==> config.mk <==
export PLATFORM = sky130hd
export DESIGN_NAME = slot_allocator_with_set_membership_core
export DESIGN_NICKNAME = d
export VERILOG_FILES = /design/src/hw/rtl/sas_pkg.sv /design/src/hw/rtl/sas_ctrl.sv /design/src/hw/rtl/sas_dpath.sv /design/src/hw/rtl/slot_allocator_with_set_membership_core.sv
export VERILOG_INCLUDE_DIRS = /design/src /design/src/hw/rtl
export SDC_FILE = /design/constraint.sdc
export NUM_CORES = 1
export LEC_CHECK = 0
export ABC_AREA = 1
export ABC_CLOCK_PERIOD_IN_PS = 6600
export BUFFER_PORTS_ARGS = -buffer_cell sky130_fd_sc_hd__buf_2
export CAP_MARGIN = 20
export CORE_ASPECT_RATIO = 1.1
export CORE_MARGIN = 8
export CORE_UTILIZATION = 55
export CTS_BUF_LIST = sky130_fd_sc_hd__clkbuf_16
export DETAILED_ROUTE_END_ITERATION = 16
export PLACE_DENSITY = 0.72
export SYNTH_ARGS = -nofsm -noshare
export SYNTH_HDL_FRONTEND = slang
export SYNTH_SLANG_ARGS = --single-unit
==> constraint.sdc <==
create_clock -name clock -period 6.6 [get_ports clock]
set_input_delay 0.33 -clock clock [delete_from_list [all_inputs] [get_ports clock]]
set_output_delay 0.33 -clock clock [all_outputs]
set_load 0.02 [all_outputs]
==> src/hw/rtl/assert_macros.svh <==
// assertion macros used by the slot allocator core
`ifndef ASSERT_MACROS_SVH
`define ASSERT_MACROS_SVH

// condition holds at every clock edge outside reset
`define ASSERT_ALWAYS(label, cond, msg) \
   label: assert property (@(posedge clock) disable iff (reset) (cond)) else $error(msg);

// antecedent implies consequent in the same cycle
`define ASSERT_SAME(label, ante, cons, msg) \
   label: assert property (@(posedge clock) disable iff (reset) (ante) |-> (cons)) else $error(msg);

// antecedent implies consequent in the next cycle
`define ASSERT_NEXT(label, ante, cons, msg) \
   label: assert property (@(posedge clock) disable iff (reset) (ante) |=> (cons)) else $error(msg);

`endif

==> src/hw/rtl/sas_pkg.sv <==
// shared types, constants and helpers of the slot allocator
`default_nettype none

package sas_pkg;

   localparam int SLOT_COUNT = 16;
   localparam int HANDLE_W   = 4;
   localparam int TAG_W      = $clog2(SLOT_COUNT + 1);
   localparam int ADDR_W     = $clog2(SLOT_COUNT);

   localparam logic [TAG_W-1:0] TAG_FREE = '0;
   localparam logic [TAG_W-1:0] TAG_LONE = TAG_W'(SLOT_COUNT);

   localparam logic [2:0] OP_ALLOC = 3'd0;
   localparam logic [2:0] OP_FREE  = 3'd1;
   localparam logic [2:0] OP_ADD   = 3'd2;
   localparam logic [2:0] OP_FIND  = 3'd3;
   localparam logic [2:0] OP_DROP  = 3'd4;

   localparam logic [2:0] ST_OK         = 3'd0;
   localparam logic [2:0] ST_FULL       = 3'd1;
   localparam logic [2:0] ST_BAD_HANDLE = 3'd2;
   localparam logic [2:0] ST_NOT_SET    = 3'd3;
   localparam logic [2:0] ST_OTHER_SET  = 3'd4;
   localparam logic [2:0] ST_ELEM_FREE  = 3'd5;

   typedef struct packed {
      logic [2:0]          opcode;
      logic [HANDLE_W-1:0] set_handle;
      logic [HANDLE_W-1:0] element_handle;
   } req_type;

   typedef struct packed {
      logic [HANDLE_W-1:0] result_handle;
      logic                found;
      logic [2:0]          status;
   } rsp_type;

   typedef struct packed {
      logic load;     // capture the incoming item
      logic rd_en;    // register both table read ports
      logic scan;     // port a follows the scan counter
      logic commit;   // write the table and load the result
   } cmd_type;

   typedef struct packed {
      logic hit;      // scanned slot is free
      logic done;     // scan found a slot or ran out
   } stat_type;

   function automatic logic handle_ok(input logic [HANDLE_W-1:0] h);
      return (h != '0) && (TAG_W'(h) < TAG_W'(SLOT_COUNT));
   endfunction

endpackage

`default_nettype wire

==> src/hw/rtl/sas_ctrl.sv <==
// controller state machine of the slot allocator
`default_nettype none

module sas_ctrl import sas_pkg::*; (
   input  wire logic       clock,
   input  wire logic       reset,
   input  wire logic       req_valid,
   input  wire logic [2:0] req_opcode,
   output logic            req_stall,
   output logic            rsp_valid,
   input  wire logic       rsp_stall,
   input  wire stat_type   stat,
   output cmd_type         cmd
);

   typedef enum logic [1:0] {
      S_IDLE,
      S_SCAN,
      S_LOOK,
      S_EXEC
   } state_type;

   state_type state_ff, state_in;
   logic      rsp_valid_ff, rsp_valid_in;
   logic      out_free;
   logic      accept;

   assign out_free  = !rsp_valid_ff || !rsp_stall;
   assign req_stall = (state_ff != S_IDLE);
   assign accept    = req_valid && (state_ff == S_IDLE);
   assign rsp_valid = rsp_valid_ff;

   always_comb begin
      cmd      = '0;
      state_in = state_ff;
      cmd.load = accept;
      case (state_ff)
         S_IDLE: begin
            if (accept) begin
               state_in = (req_opcode == OP_ALLOC) ? S_SCAN : S_LOOK;
            end
         end
         S_SCAN: begin
            cmd.scan  = 1'b1;
            // hold the read data once a free slot shows up
            cmd.rd_en = !stat.hit;
            if (stat.done && out_free) begin
               cmd.commit = 1'b1;
               state_in   = S_IDLE;
            end
         end
         S_LOOK: begin
            cmd.rd_en = 1'b1;
            state_in  = S_EXEC;
         end
         S_EXEC: begin
            if (out_free) begin
               cmd.commit = 1'b1;
               state_in   = S_IDLE;
            end
         end
         default: begin
            state_in = S_IDLE;
         end
      endcase
   end

   always_comb begin
      rsp_valid_in = rsp_valid_ff;
      if (cmd.commit) begin
         rsp_valid_in = 1'b1;
      end else if (!rsp_stall) begin
         rsp_valid_in = 1'b0;
      end
   end

   always_ff @(posedge clock) begin
      if (reset) begin
         state_ff     <= S_IDLE;
         rsp_valid_ff <= 1'b0;
      end else begin
         state_ff     <= state_in;
         rsp_valid_ff <= rsp_valid_in;
      end
   end

endmodule

`default_nettype wire

==> src/hw/rtl/sas_dpath.sv <==
// datapath of the slot allocator: tag table, read ports, scan counter, result
`default_nettype none

module sas_dpath import sas_pkg::*; (
   input  wire logic    clock,
   input  wire logic    reset,
   input  wire cmd_type cmd,
   input  wire req_type req_data,
   output stat_type     stat,
   output rsp_type      rsp_data
);

   logic [TAG_W-1:0]      tag_mem [SLOT_COUNT];
   logic [SLOT_COUNT-1:0] tag_vld_ff;

   req_type          req_ff;
   rsp_type          rsp_ff, rsp_in;
   logic [TAG_W-1:0] rda_ff, rdb_ff;
   logic [ADDR_W-1:0] rda_addr_ff;
   logic [TAG_W-1:0] scan_idx_ff;
   logic             scan_vld_ff;

   logic [ADDR_W-1:0] addr_a, addr_b;
   logic              scan_more;
   logic              wr_en;
   logic [ADDR_W-1:0] wr_addr;
   logic [TAG_W-1:0]  wr_data;
   logic              s_ok, e_ok;
   logic [TAG_W-1:0]  s_tag;
   logic [2:0]        pair_st;

   assign addr_a    = cmd.scan ? scan_idx_ff[ADDR_W-1:0] : req_ff.set_handle[ADDR_W-1:0];
   assign addr_b    = req_ff.element_handle[ADDR_W-1:0];
   assign scan_more = (scan_idx_ff < TAG_W'(SLOT_COUNT));

   assign stat.hit  = scan_vld_ff && (rda_ff == TAG_FREE);
   assign stat.done = stat.hit || (!scan_more && !scan_vld_ff);

   assign s_ok  = handle_ok(req_ff.set_handle);
   assign e_ok  = handle_ok(req_ff.element_handle);
   assign s_tag = TAG_W'(req_ff.set_handle);

   // shared checks of add, find and drop, in their fixed order
   always_comb begin
      if (!s_ok) begin
         pair_st = ST_BAD_HANDLE;
      end else if (rda_ff != TAG_LONE) begin
         pair_st = ST_NOT_SET;
      end else if (!e_ok) begin
         pair_st = ST_BAD_HANDLE;
      end else if (rdb_ff == TAG_FREE) begin
         pair_st = ST_ELEM_FREE;
      end else begin
         pair_st = ST_OK;
      end
   end

   always_comb begin
      rsp_in  = '0;
      wr_en   = 1'b0;
      wr_addr = addr_b;
      wr_data = TAG_LONE;
      case (req_ff.opcode)
         OP_ALLOC: begin
            if (stat.hit) begin
               wr_en                = 1'b1;
               wr_addr              = rda_addr_ff;
               rsp_in.result_handle = HANDLE_W'(rda_addr_ff);
            end else begin
               rsp_in.status = ST_FULL;
            end
         end
         OP_FREE: begin
            if (req_ff.set_handle != '0) begin
               if (s_ok) begin
                  wr_en   = 1'b1;
                  wr_addr = req_ff.set_handle[ADDR_W-1:0];
                  wr_data = TAG_FREE;
               end else begin
                  rsp_in.status = ST_BAD_HANDLE;
               end
            end
         end
         OP_ADD: begin
            rsp_in.status = pair_st;
            if (pair_st == ST_OK) begin
               if (rdb_ff == TAG_LONE) begin
                  wr_en                = 1'b1;
                  wr_data              = s_tag;
                  rsp_in.result_handle = req_ff.element_handle;
               end else if (rdb_ff == s_tag) begin
                  rsp_in.result_handle = req_ff.element_handle;
               end else begin
                  rsp_in.status = ST_OTHER_SET;
               end
            end
         end
         OP_FIND, OP_DROP: begin
            rsp_in.status = pair_st;
            if ((pair_st == ST_OK) && (rdb_ff == s_tag)) begin
               rsp_in.found         = 1'b1;
               rsp_in.result_handle = req_ff.element_handle;
               wr_en                = (req_ff.opcode == OP_DROP);
            end
         end
         default: begin
            rsp_in = '0;
         end
      endcase
   end

   always_ff @(posedge clock) begin
      if (cmd.load) begin
         req_ff <= req_data;
      end
      if (cmd.rd_en) begin
         rda_ff      <= tag_vld_ff[addr_a] ? tag_mem[addr_a] : TAG_FREE;
         rdb_ff      <= tag_vld_ff[addr_b] ? tag_mem[addr_b] : TAG_FREE;
         rda_addr_ff <= addr_a;
      end
      if (cmd.commit && wr_en) begin
         tag_mem[wr_addr] <= wr_data;
      end
      if (cmd.commit) begin
         rsp_ff <= rsp_in;
      end
   end

   // never-written slots read as free
   always_ff @(posedge clock) begin
      if (reset) begin
         tag_vld_ff  <= '0;
         scan_idx_ff <= '0;
         scan_vld_ff <= 1'b0;
      end else begin
         if (cmd.commit && wr_en) begin
            tag_vld_ff[wr_addr] <= 1'b1;
         end
         if (cmd.load) begin
            scan_idx_ff <= TAG_W'(1);
            scan_vld_ff <= 1'b0;
         end else if (cmd.rd_en && cmd.scan) begin
            scan_vld_ff <= scan_more;
            if (scan_more) begin
               scan_idx_ff <= scan_idx_ff + TAG_W'(1);
            end
         end else if (cmd.rd_en) begin
            scan_vld_ff <= 1'b0;
         end
      end
   end

   assign rsp_data = rsp_ff;

endmodule

`default_nettype wire

==> src/hw/rtl/slot_allocator_with_set_membership_core.sv <==
// allocate: scans the tag table one slot per cycle
// through the registered read port of the tag table
// free, add, find, drop and unknown codes: the look state registers both read ports, then exec gives the result
// one item at a time; a finished result waits in the output register
// reset clears the slot valid bits, so every slot reads as free
`default_nettype none

`include "assert_macros.svh"

module slot_allocator_with_set_membership_core import sas_pkg::*; (
   input  wire logic    clock,
   input  wire logic    reset,
   input  wire logic    req_valid,
   output logic         req_stall,
   input  wire req_type req_data,
   output logic         rsp_valid,
   input  wire logic    rsp_stall,
   output rsp_type      rsp_data
);

   cmd_type  cmd;
   stat_type stat;
   logic     rsp_err;
   logic     rsp_clean;

   sas_ctrl u_ctrl (
      .clock      (clock),
      .reset      (reset),
      .req_valid  (req_valid),
      .req_opcode (req_data.opcode),
      .req_stall  (req_stall),
      .rsp_valid  (rsp_valid),
      .rsp_stall  (rsp_stall),
      .stat       (stat),
      .cmd        (cmd)
   );

   sas_dpath u_dpath (
      .clock    (clock),
      .reset    (reset),
      .cmd      (cmd),
      .req_data (req_data),
      .stat     (stat),
      .rsp_data (rsp_data)
   );

   assign rsp_err   = rsp_valid && (rsp_data.status != ST_OK);
   assign rsp_clean = (rsp_data.result_handle == '0) && !rsp_data.found;

   `ASSERT_SAME(a_commit_room, cmd.commit, !rsp_valid || !rsp_stall, "commit with output full")
   `ASSERT_NEXT(a_commit_shows, cmd.commit, rsp_valid, "committed item not presented")
   `ASSERT_SAME(a_err_zero, rsp_err, rsp_clean, "error item carries a handle")
   `ASSERT_SAME(a_load_idle, cmd.load, !cmd.rd_en && !cmd.commit, "item taken while busy")

endmodule

`default_nettype wire
==> results.tsv <==
metric	value	unit
slew_headroom	24.9	%
hpwl	13.5	mm
die_w	125	um
detail-route-antenna-nets	0	
vias_per_cell	5.90	
max_freq	0.313	GHz
syn_avg_cell_area	8.66	um2
final_area	7950	um2
clk_pin_slew_worst_paths	0.06	ns
cp_max_fo	100	
syn2layout_area_growth	10.3	%
drtIter0Drc	669	
clock_sinks	138	
antenna_found_initial	0	
ir_drop	220	uV
numCtsBuffers	17	
synth_warnings	0	
clk_latency	0.42	ns
grt_pass1_wl	30.8	mm
coreArea	13000	um2
fin_skew	0.0118	ns
dpl-instance-area	7380	um2
hold_depth	1	
cts_setup_buffers	0	
critPathCaptureType	register	
diodes	0	
ys_seq_area_share	54.0	%
cp_data_arrival_time	3.22	ns
globalplace.congestion	0.927	
dr.pass1.iters	5	
cp-startpoint	u_dpath.addr_b[0]	
min_period	3.19	ns
final_core_util	61.2	%
rows	44	
r2r-start	u_dpath.addr_b[0]	
cts-resized-gates	0	
die_y	136	um
via_count	5981	
overflow	0	
layout-drive-gt1-share	10.6	%
finalSetupViolations	0	
fin_nets	859	
synth_cell_types	36	
start_util	55.5	%
grt_pass1_vias	5790	
r2r-end	u_dpath.tag_mem[11][2]	
cellLeakagePower	3.24	nW
synth_seq_cells	138	
syn_inst	832	
wl_per_cell	19.3	um
hold_buffers	0	
die_area	17000	um2
setup_tns	0	ns
drcViolationCount	0	
ios	25	
reg2reg_slack	3.41	ns
drt_wl_total	19.6	mm
period_share	48.3	%
worst_pin_slew	1.13	ns
cts-root-buf	clkbuf_16	
htreeDepth	4	
synthesis.nets	852	
critPathRequiredTime	6.63	ns
p_per_area	381	nW/um2
power	3.02	mW
dp_slack	3.52	ns
maxCapViolations	0	
grt_setup_unrepaired	no	
hold_viol	0	
path_class	register to register	
hp-class	input port to register	
clockBufferDepth	2	
netlist_area	7210	um2
startpoint_type	register	
fin_ws	3.41	ns
status	finished clean	
port_buffers	24	
rr_worst_depth	11	
crit_end	u_dpath.tag_mem[11][2]	
cts_tree	built	
grt_max_degree	101	
grt_usage	23.7	%
slew_violations	0	
-- cell usage in the layout (no fill, tap or decap), types with 5 or more instances in the layout --
| cell | n |
|---|---|
| nand2_1 | 146 |
| ha_1 | 5 |
| o22ai_1 | 5 |
| clkbuf_16 | 17 |
| o211ai_1 | 32 |
| buf_2 | 24 |
| edfxtp_1 | 113 |
| inv_1 | 122 |
| o21ai_0 | 96 |
| dfxtp_1 | 25 |
| a21oi_1 | 87 |
| nand3_1 | 42 |
| nor3_1 | 7 |
| nor2_1 | 65 |
| nor2_2 | 12 |
-- area by class of cell --
| class | instances | area (um2) |
|---|---|---|
| timing repair buffer | 28 | 150 |
| clock inverter | 15 | 144 |
| tap | 161 | 201 |
| inverter | 122 | 460 |
| fill | 1121 | 5050 |
| clock buffer | 17 | 425 |
| sequential | 138 | 3890 |
| multi-input combinational | 532 | 2670 |
-- kinds of logic after synthesis --
family                   count (synthesis)  synth area share, %
flip-flops                             138                 54.0
AND/OR/NAND/NOR                        290                 17.6
AO/OA/AOI/OAI                          237                 18.4
buffers and inverters                  162                 9.19
adder cells (fa/ha/maj)                  5                0.868
-- cell usage after synthesis, drive strengths merged --
library cell	instances	share of area [%]
inv	121	6.3
dfxtp	25	6.9
buf	23	1.9
nor3	7	0.49
nand4	2	0.17
ha	5	0.87
o211ai	32	3.3
o32ai	1	0.12
nor2	81	4.9
a21oi	90	6.5
nand3	46	3.7
o221ai	3	0.36
o21ai	104	7.4
edfxtp	113	47
a211oi	1	0.10
nand2	150	8.0
o22ai	5	0.43
o21bai	1	0.10
clkinv	1	0.052
clkbuf	17	0.89
or2	3	0.26
nor4	1	0.087
-- state kept, by name (all words and copies together), names as in the netlist, 2 cells and up --
register             flops
u_ctrl.state_ff          2
u_dpath.scan_idx_ff      5
u_dpath.tag_vld_ff      16
u_dpath.req_ff           7
u_dpath.addr_b           4
u_dpath.rdb_ff           5
u_dpath.rda_ff           5
u_dpath.rda_addr_ff      4
u_dpath.tag_mem         80
u_dpath.rsp_data         8
-- how the worst min path moves through the flow --
stage	startpoint	endpoint
finish	req_data[4]	u_dpath.req_ff[4]
CTS	req_data[4]	u_dpath.req_ff[4]
detailed placement	u_dpath.tag_vld_ff[9]	u_dpath.tag_vld_ff[9]
floorplan	req_data[0]	u_dpath.addr_b[0]
global placement	u_dpath.tag_vld_ff[2]	u_dpath.tag_vld_ff[2]
global route	req_data[0]	u_dpath.addr_b[0]
-- metal layers --
layer / wire (um) / vias up / GRT usage, %
li1: - / 2841 / -
met1: 8150 / 2765 / 29.1
met2: 9310 / 307 / 39.4
met3: 1360 / 68 / 4.43
met4: 779 / 0 / 12.5
met5: 0 / - / 0
-- per-stage QoR --
stage               std cells  hold slack [ns]
floorplan                 832            0.429
global placement          981            0.447
detailed placement        981            0.457
CTS                      1013           0.0703
global route             1013           0.0702
finish                   1013           0.0880
-- critical path, stage by stage, from the launching register on --
cell and delay [ns]:
edfxtp_1 0.32, buf_4 0.68, nor2_1 0.11, nand2_1 0.12
nand2_1 0.08, nor2_2 0.18, nand2_2 0.14, nand2_1 0.11
inv_2 0.05, nand2_1 0.08, nand2_1 0.13, nor3_1 0.79
-- power breakdown --
part,internal (mW),switching (mW)
clock network,0.580,0.340
registers,1.04,0.0584
logic,0.276,0.733
total,1.89,1.13
Power figures use the tool's default switching activity.
